$ cat src/hdl/imr_pkg.sv
// ----------------------------------------------------------------------------
// ICMP reply matcher package
// Shared types, constants and codes for the ICMP reply matcher.
// ----------------------------------------------------------------------------
package imr_pkg;

    localparam int MAX_PACKET_BYTES_DEF = 65535;

    localparam int CFG_IDX_W  = 1;
    localparam int CFG_DATA_W = 16;

    localparam logic [CFG_IDX_W-1:0] CFG_EXPECTED_ID       = 1'd0;
    localparam logic [CFG_IDX_W-1:0] CFG_EXPECTED_SEQUENCE = 1'd1;

    localparam logic [7:0] TYPE_ECHO_REPLY    = 8'd0;
    localparam logic [7:0] TYPE_TIME_EXCEEDED = 8'd11;

    localparam int INNER_HEADER_SKIP = 8;
    localparam int SRC_FIRST         = 12;
    localparam int ID_LOW_OFFSET     = 4;
    localparam int ID_HIGH_OFFSET    = 5;
    localparam int SEQ_LOW_OFFSET    = 6;
    localparam int SEQ_HIGH_OFFSET   = 7;
    localparam int LAST_HEADER_BYTE  = 15;

    localparam logic [1:0] CLASS_OTHER         = 2'd0;
    localparam logic [1:0] CLASS_TIME_EXCEEDED = 2'd1;
    localparam logic [1:0] CLASS_ECHO_REPLY    = 2'd2;

    typedef struct packed {
        logic [7:0] data;
        logic       last;
    } t_beat;

    typedef struct packed {
        logic        matched;
        logic        reached_destination;
        logic [1:0]  reply_class;
        logic [31:0] sender_address;
        logic        truncated;
    } t_result;

endpackage

$ cat src/hdl/icmp_reply_matcher_top.sv
// ----------------------------------------------------------------------------
// ICMP reply matcher, top level
// Matches received IPv4 packets against the expected probe identifier and
// sequence and reports one verdict beat per packet.
// ----------------------------------------------------------------------------
// The block takes one packet byte per cycle with no gaps of its own: a byte
// passes from the input register through the offset tracker, and the
// verdict of a packet lands in the result register at the same edge at
// which its last byte leaves the input register. The result register lets
// the next packet stream in while a verdict waits; only a last byte that
// meets a full result register waits. Configuration writes are always taken.
module icmp_reply_matcher_top #(
    parameter int MAX_PACKET_BYTES = imr_pkg::MAX_PACKET_BYTES_DEF
) (
    input  logic                          i_clk,
    input  logic                          i_rst_n,
    input  logic                          i_in_valid,
    output logic                          o_in_ready,
    input  logic [7:0]                    i_packet_byte,
    input  logic                          i_last_byte,
    output logic                          o_out_valid,
    input  logic                          i_out_ready,
    output logic                          o_matched,
    output logic                          o_reached_destination,
    output logic [1:0]                    o_reply_class,
    output logic [31:0]                   o_sender_address,
    output logic                          o_truncated,
    input  logic                          i_cfg_valid,
    output logic                          o_cfg_ready,
    input  logic [imr_pkg::CFG_IDX_W-1:0]  i_cfg_index,
    input  logic [imr_pkg::CFG_DATA_W-1:0] i_cfg_data
);

    logic [15:0]      r_expected_id;
    logic [7:0]       r_expected_sequence;
    imr_pkg::t_beat   w_in_beat, w_beat;
    imr_pkg::t_result w_result, w_out;
    logic             w_beat_valid, w_fire, w_out_free;

    assign o_cfg_ready = 1'b1;

    always_ff @(posedge i_clk) begin
        if (!i_rst_n) begin
            r_expected_id       <= '0;
            r_expected_sequence <= '0;
        end else if (i_cfg_valid) begin
            unique case (i_cfg_index)
                imr_pkg::CFG_EXPECTED_ID: begin
                    r_expected_id <= i_cfg_data;
                end
                imr_pkg::CFG_EXPECTED_SEQUENCE: begin
                    r_expected_sequence <= i_cfg_data[7:0];
                end
                default: begin
                end
            endcase
        end
    end

    assign w_in_beat.data = i_packet_byte;
    assign w_in_beat.last = i_last_byte;
    assign w_fire = w_beat_valid && (w_out_free || !w_beat.last);

    imr_in_reg u_in_reg (
        .i_clk     (i_clk),
        .i_rst_n   (i_rst_n),
        .i_valid   (i_in_valid),
        .i_beat    (w_in_beat),
        .i_advance (w_fire),
        .o_ready   (o_in_ready),
        .o_valid   (w_beat_valid),
        .o_beat    (w_beat)
    );

    imr_tracker #(
        .MAX_PACKET_BYTES (MAX_PACKET_BYTES)
    ) u_tracker (
        .i_clk               (i_clk),
        .i_rst_n             (i_rst_n),
        .i_fire              (w_fire),
        .i_beat              (w_beat),
        .i_expected_id       (r_expected_id),
        .i_expected_sequence (r_expected_sequence),
        .o_result            (w_result)
    );

    imr_out_reg u_out_reg (
        .i_clk    (i_clk),
        .i_rst_n  (i_rst_n),
        .i_load   (w_fire && w_beat.last),
        .i_result (w_result),
        .i_ready  (i_out_ready),
        .o_free   (w_out_free),
        .o_valid  (o_out_valid),
        .o_result (w_out)
    );

    assign o_matched             = w_out.matched;
    assign o_reached_destination = w_out.reached_destination;
    assign o_reply_class         = w_out.reply_class;
    assign o_sender_address      = w_out.sender_address;
    assign o_truncated           = w_out.truncated;

endmodule

$ cat src/hdl/imr_in_reg.sv
// ----------------------------------------------------------------------------
// Input register
// Holds one accepted packet byte until the tracker consumes it.
// ----------------------------------------------------------------------------
module imr_in_reg (
    input  logic          i_clk,
    input  logic          i_rst_n,
    input  logic          i_valid,
    input  imr_pkg::t_beat i_beat,
    input  logic          i_advance,
    output logic          o_ready,
    output logic          o_valid,
    output imr_pkg::t_beat o_beat
);

    logic           r_valid;
    imr_pkg::t_beat r_beat;

    assign o_ready = !r_valid || i_advance;
    assign o_valid = r_valid;
    assign o_beat  = r_beat;

    always_ff @(posedge i_clk) begin
        if (!i_rst_n) begin
            r_valid <= 1'b0;
        end else if (o_ready) begin
            r_valid <= i_valid;
        end
    end

    always_ff @(posedge i_clk) begin
        if (o_ready && i_valid) begin
            r_beat <= i_beat;
        end
    end

endmodule

$ cat src/hdl/imr_tracker.sv
// ----------------------------------------------------------------------------
// Packet tracker
// Follows the byte offset through one packet, captures the header fields
// and forms the verdict for the final byte.
// ----------------------------------------------------------------------------
module imr_tracker #(
    parameter int MAX_PACKET_BYTES = imr_pkg::MAX_PACKET_BYTES_DEF
) (
    input  logic             i_clk,
    input  logic             i_rst_n,
    input  logic             i_fire,
    input  imr_pkg::t_beat   i_beat,
    input  logic [15:0]      i_expected_id,
    input  logic [7:0]       i_expected_sequence,
    output imr_pkg::t_result o_result
);

    localparam int PW = $clog2(MAX_PACKET_BYTES + 1);
    localparam int CW = (PW > 9) ? PW : 9;
    localparam logic [PW-1:0] POS_MAX = PW'(MAX_PACKET_BYTES);
    localparam logic [CW-1:0] SKIP    = CW'(imr_pkg::INNER_HEADER_SKIP);

    logic [PW-1:0] r_pos,   n_pos;
    logic [5:0]    r_icmp,  n_icmp;
    logic [7:0]    r_echo,  n_echo;
    logic [7:0]    r_type,  n_type;
    logic [15:0]   r_id,    n_id;
    logic [15:0]   r_seq,   n_seq;
    logic [31:0]   r_src,   n_src;

    logic [CW-1:0] w_pos, w_icmp_old, w_echo_old;
    logic [CW-1:0] w_cnt, w_icmp_new, w_echo_new;
    logic [3:0]    w_nib;
    logic          w_short, w_type_known, w_accepted;
    logic [1:0]    w_class;

    assign w_nib      = i_beat.data[3:0];
    assign w_pos      = CW'(r_pos);
    assign w_icmp_old = CW'(r_icmp);
    assign w_echo_old = CW'(r_echo);
    assign w_cnt      = CW'(n_pos);
    assign w_icmp_new = CW'(n_icmp);
    assign w_echo_new = CW'(n_echo);

    always_comb begin
        n_pos  = r_pos;
        n_icmp = r_icmp;
        n_echo = r_echo;
        n_type = r_type;
        n_id   = r_id;
        n_seq  = r_seq;
        n_src  = r_src;
        if (r_pos < POS_MAX) begin
            if (r_pos == '0) begin
                n_icmp = {w_nib, 2'b00};
                n_echo = {2'b00, w_nib, 2'b00};
            end
            if (w_pos == CW'(n_icmp)) begin
                n_type = i_beat.data;
                n_echo = {2'b00, n_icmp};
            end
            if (w_pos > w_icmp_old && r_type == imr_pkg::TYPE_TIME_EXCEEDED &&
                w_pos == w_icmp_old + SKIP) begin
                n_echo = 8'(w_icmp_old + SKIP) + {2'b00, w_nib, 2'b00};
            end
            if (w_pos == CW'(imr_pkg::SRC_FIRST)) begin
                n_src[31:24] = i_beat.data;
            end
            if (w_pos == CW'(imr_pkg::SRC_FIRST + 1)) begin
                n_src[23:16] = i_beat.data;
            end
            if (w_pos == CW'(imr_pkg::SRC_FIRST + 2)) begin
                n_src[15:8] = i_beat.data;
            end
            if (w_pos == CW'(imr_pkg::SRC_FIRST + 3)) begin
                n_src[7:0] = i_beat.data;
            end
            if (w_pos == w_echo_old + CW'(imr_pkg::ID_LOW_OFFSET)) begin
                n_id[7:0] = i_beat.data;
            end else if (w_pos == w_echo_old + CW'(imr_pkg::ID_HIGH_OFFSET)) begin
                n_id[15:8] = i_beat.data;
            end else if (w_pos == w_echo_old + CW'(imr_pkg::SEQ_LOW_OFFSET)) begin
                n_seq[7:0] = i_beat.data;
            end else if (w_pos == w_echo_old + CW'(imr_pkg::SEQ_HIGH_OFFSET)) begin
                n_seq[15:8] = i_beat.data;
            end
            n_pos = r_pos + PW'(1);
        end
    end

    always_comb begin
        w_short = (w_cnt <= CW'(imr_pkg::LAST_HEADER_BYTE)) || (w_cnt <= w_icmp_new);
        if (n_type == imr_pkg::TYPE_TIME_EXCEEDED) begin
            w_short = w_short || (w_cnt <= w_icmp_new + SKIP) ||
                      (w_cnt <= w_echo_new + CW'(imr_pkg::SEQ_HIGH_OFFSET));
        end else if (n_type == imr_pkg::TYPE_ECHO_REPLY) begin
            w_short = w_short || (w_cnt <= w_echo_new + CW'(imr_pkg::SEQ_HIGH_OFFSET));
        end
        w_type_known = w_cnt > w_icmp_new;
        w_class      = imr_pkg::CLASS_OTHER;
        if (w_type_known && n_type == imr_pkg::TYPE_TIME_EXCEEDED) begin
            w_class = imr_pkg::CLASS_TIME_EXCEEDED;
        end else if (w_type_known && n_type == imr_pkg::TYPE_ECHO_REPLY) begin
            w_class = imr_pkg::CLASS_ECHO_REPLY;
        end
        w_accepted = w_class != imr_pkg::CLASS_OTHER;

        o_result.matched = !w_short && w_accepted && (n_id == i_expected_id) &&
                           (n_seq == {8'h00, i_expected_sequence});
        o_result.reached_destination = o_result.matched &&
                                       (w_class == imr_pkg::CLASS_ECHO_REPLY);
        o_result.reply_class    = w_class;
        o_result.sender_address = n_src;
        o_result.truncated      = w_short;
    end

    always_ff @(posedge i_clk) begin
        if (!i_rst_n || (i_fire && i_beat.last)) begin
            r_pos  <= '0;
            r_icmp <= '0;
            r_echo <= '0;
            r_type <= '0;
            r_id   <= '0;
            r_seq  <= '0;
            r_src  <= '0;
        end else if (i_fire) begin
            r_pos  <= n_pos;
            r_icmp <= n_icmp;
            r_echo <= n_echo;
            r_type <= n_type;
            r_id   <= n_id;
            r_seq  <= n_seq;
            r_src  <= n_src;
        end
    end

endmodule

$ cat src/hdl/imr_out_reg.sv
// ----------------------------------------------------------------------------
// Result register
// Holds one packet verdict until the downstream side takes the beat.
// ----------------------------------------------------------------------------
module imr_out_reg (
    input  logic             i_clk,
    input  logic             i_rst_n,
    input  logic             i_load,
    input  imr_pkg::t_result i_result,
    input  logic             i_ready,
    output logic             o_free,
    output logic             o_valid,
    output imr_pkg::t_result o_result
);

    logic             r_valid;
    imr_pkg::t_result r_result;

    assign o_free   = !r_valid || i_ready;
    assign o_valid  = r_valid;
    assign o_result = r_result;

    always_ff @(posedge i_clk) begin
        if (!i_rst_n) begin
            r_valid <= 1'b0;
        end else if (o_free) begin
            r_valid <= i_load;
        end
    end

    always_ff @(posedge i_clk) begin
        if (i_load) begin
            r_result <= i_result;
        end
    end

endmodule

$ cat config.mk
export PLATFORM = sky130hd
export DESIGN_NAME = icmp_reply_matcher_top
export DESIGN_NICKNAME = d
export VERILOG_FILES = /design/src/hdl/imr_pkg.sv /design/src/hdl/icmp_reply_matcher_top.sv /design/src/hdl/imr_in_reg.sv /design/src/hdl/imr_tracker.sv /design/src/hdl/imr_out_reg.sv
export SDC_FILE = /design/constraint.sdc
export NUM_CORES = 1
export LEC_CHECK = 0
export BUFFER_PORTS_ARGS = -buffer_cell sky130_fd_sc_hd__buf_2
export CORE_ASPECT_RATIO = 1.4
export CORE_MARGIN = 1
export CORE_UTILIZATION = 48
export DETAILED_ROUTE_END_ITERATION = 7
export PLACE_DENSITY = 0.66
export SYNTH_ARGS = -nofsm -noshare
export SYNTH_HDL_FRONTEND = slang
export SYNTH_SLANG_ARGS = --single-unit
export TNS_END_PERCENT = 1
$ cat constraint.sdc
create_clock -name i_clk -period 6.8 [get_ports i_clk]
set_input_delay 0.34 -clock i_clk [delete_from_list [all_inputs] [get_ports i_clk]]
set_output_delay 0.34 -clock i_clk [all_outputs]
set_load 0.01 [all_outputs]
# Word-level counts from Yosys, hierarchy flattened
# Index checks and enable logic that the tools add are counted.
# W data, S select, Z words.
totals:
  regBits: 174
  latch_bits: 0
  ram_bits: 0
  rom_bits: 0
  inputBits: 31
  word_cells: 108
  mem_count: 0
classes:
  n_addsub: 9
  multipliers: 0
  n_div: 0
  magnitude_cmp: 7
  n_eq_ne: 15
  n_shift: 0
  muxes: 29
  bitwise: 1
  n_reduce_logical: 29
op_table:
  columns: ["operator", "n"]
  rows:
  - ["$mux W8", 16]
  - ["$eq A16 B16 Y1", 6]
  - ["$mux W16", 5]
  - ["$eq A16 B4 Y1 const B", 4]
  - ["$add A8 B3 Y9 const B", 5]
  - ["$gt A16 B6 Y1", 2]
  - ["$le A16 B16 Y1", 2]
  - ["$mux W32", 1]
  - ["$mux W6", 3]
  - ["$add A16 B1 Y16 const B", 1]
  - ["$eq A16 B6 Y1", 1]
  - ["$eq A16 B8 Y1", 1]
  - ["$eq A8 B4 Y1 const B", 2]
  - ["$le A16 B4 Y1 const B", 1]
  - ["$le A16 B6 Y1", 1]
  - ["$logic_not A16 Y1", 1]
  - ["$lt A16 B16 Y1 const B", 1]
  - ["$add A6 B4 Y7 const B", 2]
  - ["$logic_and A1 B1 Y1", 11]
  - ["$add A8 B6 Y8", 1]
  - ["$logic_not A8 Y1", 1]
  - ["$logic_or A1 B1 Y1", 8]
  - ["$logic_not A1 Y1", 5]
  - ["$mux W2", 2]
  - ["5 further kinds", 7]

# Longest topological paths before layout
# Gate-level depths: netlist of the first run.
depth:
  depth_word: 17
  depth_mapped: 26
  mapped_depth_nobuf: 23

# Cells and area by module
# Synthesis of the first run repeated with hierarchy kept, for this count alone.
unflattened:
  hier_cells: 1148
  hier_area_um2: 10277.4
modules_own_cells:
  columns: ["mod", "n_inst", "cells_each", "area_each_um2", "seq_area_each_um2"]
  rows:
  - ["imr_tracker", 1, 991, 7807.5, 2042.0]
  - ["imr_out_reg", 1, 41, 1159.9, 1131.1]
  - ["icmp_reply_matcher_top", 1, 102, 982.2, 480.5]
  - ["imr_in_reg", 1, 14, 327.8, 290.3]

# Least setup slack after synthesis of the first run
# Ideal clock, no wire load.
synth_timing:
  kind: "flip-flop to flip-flop"
  start: "register u_tracker.r_pos[1]"
  end: "register u_out_reg.r_result (netlist bit u_out_reg.o_result[35]), data pin"
  setup_time_ps: 256
  arrival_time_ps: 4532
  required_ps: 6544
  slack_ps: 2011
  path_stages_with_launch: 26
  path_buffers: 2
  synth_period_minus_slack_ps: 4789
  cell_sequence: "dfxtp_1 clkbuf_1 inv_1 ha_1 nor3b_1 and4_1 a22o_1 a31oi_1 nand3_1 buf_2 nor2b_1 a22oi_1 ha_1 nand2_1 nand2b_1 xnor2_1 ha_1 nand3_1 o22ai_1 o21a_1 o21ai_0 a21oi_1 a21boi_0 o22ai_1 and3b_1 and4bb_1"
synth_lines:
  columns: ["element", "line", "source"]
  rows:
  - ["from (decl)", "imr_tracker.sv:23", "logic [PW-1:0] r_pos, n_pos;"]
  - ["from (signal assigned)", "imr_tracker.sv:127", "r_pos <= n_pos;"]
  - ["to (signal assigned)", "imr_out_reg.sv:33", "r_result <= i_result;"]
  - ["to (decl)", "imr_out_reg.sv:17", "imr_pkg::t_result r_result;"]

==> flow_summary_export.csv, run 1 <==
group,metric,value,unit
outcome,status,"finished, final reports clean",
setup_path,crit_arrival,5.74,ns
hold_path,holdPathEnd,"u_in_reg.o_beat[6]",
flow_run,cap_violations,0,
clock_network,cts_tree,"built",
synthesis,syn_nets,1248,
synthesis,yosysTopAreaCell,"dfxtp_1",
place,io_buffers,69,
clock_network,clkTransAtPathRegs,0.07,ns
sta,tns,0,ns
global_route,grt_start_max_net_pins,70,
cells_and_area,final_core_util,54.5,%
die,design.core.area,20100,µm²
cells_and_area,diodes,0,
power_and_ir_drop,power.share.combinational,12.8,%
synthesis,ys_ff_latch,174,
clock_network,h-tree-depth,4,
sta,period_share,81.6,%
sta,timing.final.crit_period,5.55,ns
clock_network,cts-root-buf,"clkbuf_16",
synthesis,yosysWarnings,0,
global_route,grt_pass1_vias,7957,
power_and_ir_drop,power,2.38,mW
synthesis,syn_inst,1173,
die,die_area,21300,µm²
setup_path,reg2reg_to,"u_out_reg.o_result[35]",
synthesis,synth_cell_types,77,
sta,worst_clock_skew,0.00916,ns
die,start_util,49.6,%
synthesis,synth_edf_count,46,
setup_path,r2r_cells,23,
clock_network,clock_sinks,174,
global_route,antenna_found_initial,1,
drt,vias,8432,
cells_and_area,drive_above_1_share,11.5,%
power_and_ir_drop,power_switching,658,µW
power_and_ir_drop,p_leak,4.12,nW
setup_path,worstPathMaxFanout,15,
drt,drtIter0Drc,631,
sta,slew_violations,0,
drt,ant_nets,0,
sta,worst_pin_slew,1.05,ns
setup_path,rrSetupSlack,1.25,ns
synthesis,post_synth.cell_area_avg,8.48,µm²
die,die_h,172,µm
setup_path,crit_type,"register to register",
sta,timing.hold.ws,0.0777,ns
setup_path,endpoint_kind,"register",
place,gp_congestion,0.928,
clock_network,ctsResizeCount,0,
die,die_w,124,µm
cells_and_area,nNetsFinal,1269,
global_route,grtUsageTotal,26.8,%
clock_network,cts_buffers,17,
global_route,overflow,0,
synthesis,synthArstFlopShare,0,%
global_route,grt_pass1_wl,42.8,mm
place,hpwlAfterDp,19.4,mm
drt,drc,0,
synthesis,syn-cell-area,9950,µm²
die,ioPinCount,71,
power_and_ir_drop,seqPwrFrac,47.1,%
drt,drtPass1Iterations,5,
hold_path,hold_class,"input pin to register",
sta,finalSetupViolations,0,
synthesis,yosysSeqAreaShare,39.6,%
cells_and_area,area_growth,10.0,%
cells_and_area,nFillCells,1867,
power_and_ir_drop,ir_drop,0.190,mV
clock_network,postCtsSetupBuffers,0,
die,num_rows,61,
drt,routed_wl,27.2,mm
power_and_ir_drop,p_clk_share,40.1,%
sta,finalHoldViolCount,0,
sta,slew_headroom,30.0,%
sta,clock.fmax,0.180,GHz
clock_network,holdBufCountCts,0,
drt,wl_per_cell,18.6,µm
synthesis,synth_flop_cell,"dfxtp_1",
setup_path,r2r_start,"u_tracker.r_pos[0]",
drt,via_per_inst,5.78,
clock_network,clock_latency,0.44,ns
power_and_ir_drop,netSwitchingFraction,27.7,%
setup_path,crit_required,6.99,ns
cells_and_area,final_area,10900,µm²
setup_path,start_kind,"register",
place,placed_cell_area,10400,µm²
sta,rsz0062_at_grt,"false",
hold_path,hp-start,"i_packet_byte[5]",
power_and_ir_drop,power.density,217,nW/µm²
power_and_ir_drop,p_int,1.72,mW
synthesis,ys_top_cells_by_area,"dfxtp_1 (26%), edfxtp_1 (14%), nand2_1 (7.0%)",
clock_network,clk_path_buf_depth,2,
synthesis,yosys.area.top_type_share,25.8,%
hold_path,hold_depth,1,
[placed cells by master (no fill, tap or decap), types with 39 or more instances in the layout]
| cell | instances |
|---|---|
| xnor2_1 | 41 |
| nand2_1 | 185 |
| buf_2 | 69 |
| nor2_1 | 113 |
| a21oi_1 | 78 |
| o21ai_0 | 39 |
| edfxtp_1 | 46 |
| ha_1 | 43 |
| dfxtp_1 | 128 |
| mux2i_1 | 42 |
| inv_1 | 45 |
[power groups by stage]
stage / combinational [mW] / sequential, mW / clock (mW)
final: 0.305 / 1.12 / 0.953
after global routing: 0.337 / 1.12 / 1.01
after CTS: 0.305 / 1.12 / 0.970
after detailed placement: 0.303 / 1.14 / 0
after global placement: 0.302 / 1.14 / 0
after floorplan: 0.227 / 1.12 / 0
[final cells by class]
class	count	area, µm²	share of cell area [%]
sequential	174	3940	36.0
clock buffer	21	482	4.40
multi-input combinational	878	5530	50.5
clock inverter	11	98.8	0.903
inverter	47	176	1.61
tap	252	315	2.88
timing repair buffer	76	398	3.63
[metal layers]
layer / track usage [%] / vias to the layer above / wire length [µm]
met4: 13.1 / 0 / 1040
li1: - / 4154 / -
met3: 4.65 / 49 / 1310
met1: 31.1 / 3999 / 11000
met5: 0 / - / 0
met2: 46.8 / 230 / 13900
[worst max-delay path by stage]
stage                             from                      to  cells after the start
CTS                 u_tracker.r_pos[0]  u_out_reg.o_result[35]                     23
floorplan           u_tracker.r_pos[1]  u_out_reg.o_result[35]                     25
detailed placement  u_tracker.r_pos[0]  u_out_reg.o_result[35]                     23
global route        u_tracker.r_pos[0]  u_out_reg.o_result[35]                     23
global placement    u_tracker.r_pos[0]  u_out_reg.o_result[35]                     23
finish              u_tracker.r_pos[0]  u_out_reg.o_result[35]                     23
[synth_stat cells (7+ instances only)]
| master | count |
|---|---|
| mux2i_1 | 42 |
| a21oi_1 | 78 |
| o22ai_1 | 12 |
| a211oi_1 | 16 |
| nor3_1 | 27 |
| clkbuf_1 | 56 |
| nand2_1 | 185 |
| o21ai_0 | 39 |
| buf_2 | 12 |
| edfxtp_1 | 46 |
| inv_1 | 45 |
| mux2_2 | 13 |
| ha_1 | 43 |
| nor2b_1 | 12 |
| dfxtp_1 | 128 |
| a31oi_1 | 9 |
| xor2_1 | 28 |
| nor4_1 | 10 |
| nand3_1 | 35 |
| a22oi_1 | 7 |
| and2_1 | 9 |
| nor2_1 | 113 |
| xnor2_1 | 41 |
| a21boi_0 | 28 |
| nand4_1 | 21 |
| and3_1 | 11 |
[kinds of logic after synthesis]
kind of cell             count (synthesis)  share of synthesized area, %
adder cells (fa/ha/maj)                 44                          5.61
XOR/XNOR                                72                          6.57
AND/OR/NAND/NOR                        458                          21.4
flip-flops                             174                          39.6
buffers and inverters                  121                          4.83
multiplexers                            55                          5.70
other                                    1                        0.0377
AO/OA/AOI/OAI                          248                          16.2
[stage by stage]
stage / worst slack, ns / cells
2_1_floorplan: 2.01 / 1173
3_3_place_gp: 1.47 / 1427
3_5_place_dp: 1.34 / 1427
4_1_cts: 1.31 / 1459
5_1_grt: 0.751 / 1459
6_report: 1.25 / 1459
[registers in the layout, summed over array words and instances, names as in the netlist]
signal               flops
u_tracker.r_seq         16
u_in_reg.o_beat          9
u_out_reg.o_valid        1
u_tracker.r_type         8
u_tracker.r_id          16
u_tracker.r_echo         8
u_tracker.r_pos         16
u_out_reg.o_result      37
r_expected_id           16
u_tracker.r_icmp         6
u_in_reg.o_valid         1
r_expected_sequence      8
u_tracker.r_src         32
[worst max-delay path, cell delays in order (launching register included)]
cell	delay (ns)
dfxtp_1	0.41
inv_1	0.23
ha_1	0.20
nor3b_1	0.35
and2_1	0.25
nand2_1	0.26
a31oi_1	0.36
nand3_1	0.49
nor2b_1	0.34
a22oi_1	0.30
ha_1	0.24
nand2_1	0.07
nand2b_1	0.09
xnor2_1	0.13
ha_1	0.27
nand3_1	0.11
o22ai_1	0.09
o21a_1	0.16
o21ai_0	0.14
a21oi_1	0.11
a21boi_0	0.13
o22ai_1	0.13
and3b_1	0.20
and4bb_1	0.21
Note: power is estimated with default switching activity, not from simulation.
==> inputs of run 2 (changes only) <==
- clock period: 6.8 -> 5.6 ns (I/O delays scaled with it)
==> run 2 against run 1 <==
- sequential share of layout area down 0.54 points
- final area up 1.5%
- power up 23%
- routed wire length up 1.8%
- clock power up 25%
- critical endpoint is now u_out_reg.o_result[0]
==> flow_summary_export.csv, run 2 (synthesis results as in run 1) <==
group,metric,value,unit
place,gp_congestion,0.974,
setup_path,endpoint_kind,"register",
setup_path,max_stage_delay,0.68,ns
power_and_ir_drop,p_leak,4.21,nW
setup_path,worstPathMaxFanout,13,
global_route,grt_pass1_wl,42.9,mm
sta,slew_headroom,21.2,%
sta,timing.final.crit_period,5.12,ns
clock_network,cts_buffers,17,
clock_network,clk_path_buf_depth,2,
setup_path,crit_chain,"inv_1 -> ha_1 -> and3_1 -> o21ai_0 -> nand4_1 -> or4_1 -> nand2_1 -> nor2b_1 -> a22oi_1 -> ha_1 -> nand2_1 -> nand2b_1 -> xnor2_1 -> ha_1 -> nand3_1 -> o22ai_1 -> o21a_1 -> o21ai_0 -> a21oi_1 -> a21boi_0 -> o22ai_1 -> and3b_1 -> o21bai_1",
setup_path,crit_top_cell,"ha_1",
clock_network,h-tree-depth,4,
drt,wl_per_cell,18.7,µm
die,num_rows,61,
outcome,status,"finished, final reports clean",
hold_path,hold_class,"input pin to register",
power_and_ir_drop,power.density,263,nW/µm²
cells_and_area,most-common-layout-cells,"nand2_1 (184), dfxtp_1 (128), nor2_1 (112), a21oi_1 (78), buf_2 (69)",
drt,drtIter0Drc,628,
cells_and_area,register_area,3940,µm²
die,start_util,49.6,%
drt,drtPass1Iterations,7,
global_route,grt_start_max_net_pins,79,
sta,period_share,91.5,%
setup_path,start_kind,"register",
die,ioPinCount,71,
die,design.core.area,20100,µm²
cells_and_area,area_growth,11.7,%
sta,clock.fmax,0.195,GHz
sta,rsz0062_at_grt,"false",
setup_path,crit_path_top_delay_cell,"or4_1",
flow_run,cap_violations,0,
setup_path,cp_num_buf_inv,1,
cells_and_area,layout_commonest_cell,"nand2_1",
cells_and_area,largest_reg_flops,37,
clock_network,clock_latency,0.44,ns
cells_and_area,diodes,0,
place,io_buffers,69,
die,die_h,172,µm
die,die_w,124,µm
drt,routed_wl,27.7,mm
cells_and_area,drive_above_1_share,12.9,%
setup_path,crit_arrival,5.31,ns
setup_path,crit_type,"register to register",
global_route,antenna_found_initial,0,
global_route,grt_pass1_vias,7962,
cells_and_area,multi_input_area,5550,µm²
global_route,overflow,0,
place,placed_cell_area,10500,µm²
cells_and_area,nFillCells,1837,
cells_and_area,nNetsFinal,1287,
drt,via_per_inst,5.84,
die,die_area,21300,µm²
sta,finalHoldViolCount,0,
cells_and_area,final_area,11100,µm²
sta,worst_pin_slew,1.17,ns
drt,drc,0,
sta,slew_violations,0,
drt,ant_nets,0,
drt,vias,8628,
clock_network,postCtsSetupBuffers,0,
power_and_ir_drop,power,2.92,mW
setup_path,crit_required,5.79,ns
clock_network,clock_sinks,174,
sta,finalSetupViolations,0,
global_route,grtUsageTotal,27.0,%
sta,worst_clock_skew,0.0110,ns
clock_network,cts-root-buf,"clkbuf_16",
clock_network,cts_tree,"built",
setup_path,critPathTopFamily,"simple AND/OR/NAND/NOR gates",
sta,tns,0,ns
clock_network,clkTransAtPathRegs,0.07,ns
place,hpwlAfterDp,19.7,mm
cells_and_area,final_core_util,55.4,%
power_and_ir_drop,ir_drop,0.206,mV
-- run 2: repair_timing --
| action | CTS | global route |
|---|---|---|
| endpoints found under the hold margin | 3 | 0 |
| setup endpoints to repair | 0 | 3 |
| gates resized for setup | 0 | 4 |
| hold buffers | 3 | 0 |
-- run 2: stage by stage --
stage / std cells / setup WS (ns) / hold WS, ns
after global placement: 1442 / 0.489 / 0.438
after global routing: 1477 / 0.0620 / 0.00593
after CTS: 1477 / 0.250 / 0.00267
after detailed placement: 1442 / 0.274 / 0.446
after floorplan: 1173 / 0.811 / 0.379
final: 1477 / 0.477 / 0.0137
-- run 2: worst paths after layout --
| path | from | endpoint | cells past startpoint | slack [ns] |
|---|---|---|---|---|
| max | u_tracker.r_icmp[3] | u_out_reg.o_result[0] | 23 | 0.48 |
| min | i_packet_byte[1] | u_in_reg.o_beat[2] | 1 | 0.01 |
| max reg2reg | u_tracker.r_icmp[3] | u_out_reg.o_result[0] | 23 | 0.48 |
| min reg2reg | u_tracker.r_src[5] | u_tracker.r_src[5] | 2 | 0.45 |
-- run 2: cell type report --
| cell class | instances | area share (%) |
|---|---|---|
| tap | 252 | 2.84 |
| multi-input combinational | 878 | 49.9 |
| timing repair buffer | 94 | 4.86 |
| clock buffer | 22 | 4.66 |
| clock inverter | 10 | 0.642 |
| inverter | 47 | 1.59 |
| sequential | 174 | 35.5 |
-- run 2: where the power goes --
part           leakage [nW]  total, mW  switching (mW)  internal (mW)
Combinational          2.46      0.381           0.234          0.147
Clock                 0.289       1.19           0.526          0.663
Sequential             1.47       1.36          0.0406           1.32
-- run 2: routing by layer --
metal	track usage, %	vias up	routed length (µm)
met5	0	-	0
met4	15.7	0	1320
met3	4.78	76	1200
met2	46.2	258	13900
met1	31.2	4094	11300
li1	-	4200	-
==> inputs of run 3 (changes only) <==
- GPL_TIMING_DRIVEN: not set -> 0
==> run 3 against run 2 <==
- clock-buffer cell count up 2
- via count up 3.3%
- global-route usage up 1.4 points
- worst hold slack worse by 0.0027 ns
- final area up 1.6%
- critical path depth up 2
- critical path type unchanged
- largest power group unchanged
==> flow_summary_export.csv, run 3 (synthesis results as in run 1) <==
group,metric,value,unit
outcome,status,"finished, final reports clean",
die,num_rows,61,
flow_run,cap_violations,0,
hold_path,holdPathEnd,"u_in_reg.o_beat[2]",
hold_path,hp-start,"i_packet_byte[1]",
clock_network,clock_sinks,174,
sta,fin_ws,0.188,ns
die,die_w,124,µm
die,die_area,21300,µm²
clock_network,cts_buffers,17,
place,dp_slack,-0.413,ns
sta,tns,0,ns
power_and_ir_drop,p_leak,4.27,nW
global_route,grt_pass1_wl,45.0,mm
setup_path,crit_required,5.79,ns
cells_and_area,register_area,3950,µm²
cells_and_area,final_core_util,56.3,%
hold_path,hold_depth,1,
setup_path,critPathTopFamily,"simple AND/OR/NAND/NOR gates",
drt,vias,8909,
place,gp_congestion,0.943,
clock_network,clkTransAtPathRegs,0.07,ns
cells_and_area,layout_commonest_cell,"nand2_1",
power_and_ir_drop,power.density,262,nW/µm²
drt,wl_per_cell,19.2,µm
sta,timing.final.crit_period,5.41,ns
clock_network,clk_path_buf_depth,2,
cells_and_area,nNetsFinal,1338,
global_route,grtUsageTotal,28.4,%
clock_network,cts-root-buf,"clkbuf_16",
sta,slew_violations,0,
setup_path,start_kind,"register",
global_route,overflow,0,
place,hpwlAfterDp,21.5,mm
setup_path,crit_arrival,5.60,ns
drt,routed_wl,29.3,mm
cells_and_area,nFillCells,1883,
drt,ant_nets,0,
setup_path,r2r_start,"u_tracker.r_pos[1]",
cells_and_area,most-common-layout-cells,"nand2_1 (185), dfxtp_1 (124), nor2_1 (113), buf_2 (80), a21oi_1 (78)",
sta,finalHoldViolCount,0,
hold_path,hold_class,"input pin to register",
drt,via_per_inst,5.83,
setup_path,crit_cells,25,
setup_path,max_stage_delay,0.38,ns
power_and_ir_drop,ir_drop,0.261,mV
place,io_buffers,69,
sta,worst_clock_skew,0.0131,ns
die,ioPinCount,71,
cells_and_area,largest_reg_flops,37,
clock_network,holdBufCountCts,0,
setup_path,r2r_cells,25,
sta,finalSetupViolations,0,
clock_network,clock_latency,0.45,ns
setup_path,crit_type,"register to register",
sta,worst_pin_slew,0.978,ns
cells_and_area,area_growth,13.5,%
drt,drtPass1Iterations,7,
setup_path,worstPathMaxFanout,10,
global_route,grt_start_max_net_pins,35,
clock_network,h-tree-depth,4,
global_route,antenna_found_initial,0,
drt,drc,0,
cells_and_area,drive_above_1_share,12.3,%
setup_path,crit_top_cell,"ha_1",
die,die_h,172,µm
cells_and_area,multi_input_area,5580,µm²
global_route,grt_pass1_vias,8470,
setup_path,reg2reg_to,"u_out_reg.o_result[0]",
setup_path,cp_num_buf_inv,3,
die,design.core.area,20100,µm²
sta,clock.fmax,0.185,GHz
die,start_util,49.6,%
setup_path,rrSetupSlack,0.19,ns
sta,rsz0062_at_grt,"false",
setup_path,endpoint_kind,"register",
drt,drtIter0Drc,599,
sta,period_share,96.6,%
cells_and_area,diodes,0,
clock_network,cts_tree,"built",
sta,slew_headroom,34.5,%
setup_path,crit_path_top_delay_cell,"dfxtp_1",
## run 3: repair_timing
action	4_1_cts	5_1_grt
gates resized for setup	4	16
pin swaps	0	1
setup buffers	1	2
setup endpoints to repair	3	3
## run 3: worst reg2reg max path, stage by stage, from the launching register on
cell and delay, ns:
dfxtp_1 0.38, clkbuf_4 0.23, inv_1 0.14, ha_1 0.20, nor3b_4 0.25, nand4_1 0.26
nor3_2 0.33, o2111a_2 0.29, nand3_4 0.14, clkbuf_4 0.23, nor2b_1 0.18, a22oi_1 0.27
ha_1 0.23, nand2_1 0.07, nand2b_1 0.10, xnor2_1 0.09, ha_1 0.32, nand3_1 0.11
o22ai_1 0.14, o21a_1 0.12, o21ai_0 0.07, a21oi_1 0.25, a21boi_0 0.22, o22ai_1 0.11
and3b_1 0.23, o21bai_1 0.18
## run 3: per-stage QoR
step / instances / power (mW) / instance area, µm² / hold slack (ns)
final: 1528 / 2.96 / 11300 / 0.0110
after floorplan: 1173 / 1.64 / 9950 / 0.379
after global placement: 1494 / 1.76 / 10600 / 0.438
after global routing: 1528 / 3.06 / 11300 / 0.00645
after CTS: 1528 / 2.95 / 11200 / 0.00441
after detailed placement: 1495 / 1.77 / 10600 / 0.445
## run 3: worst max path at each step
stage                                    from                      to
after floorplan            u_tracker.r_pos[1]  u_out_reg.o_result[35]
after global placement     u_tracker.r_pos[1]   u_out_reg.o_result[0]
after detailed placement   u_tracker.r_pos[1]  u_out_reg.o_result[35]
after CTS                 u_tracker.r_icmp[3]  u_out_reg.o_result[35]
after global routing       u_tracker.r_pos[1]  u_out_reg.o_result[35]
final                      u_tracker.r_pos[1]   u_out_reg.o_result[0]
## run 3: where the power goes
group	internal, mW	total [mW]	switching, mW
clock network	0.695	1.20	0.503
registers	1.32	1.34	0.0281
logic	0.155	0.420	0.265
total	2.17	2.96	0.796
## run 3: final cells by class
class	instances	area share, %
plain buffers	72	2.69
clock buffers	24	4.26
clock inverters	8	0.931
inverters	47	1.56
multi-input cells	878	49.4
flip-flops and latches	174	35.0
well taps	252	2.79
repair buffers	73	3.43
## run 3: metal layers
metal	GRT usage [%]	vias to the layer above	share of wire (%)
li1	-	4297	-
met1	32.5	4221	40
met2	48.9	300	49
met3	4.42	91	5.2
met4	17.9	0	5.8
met5	0	-	0
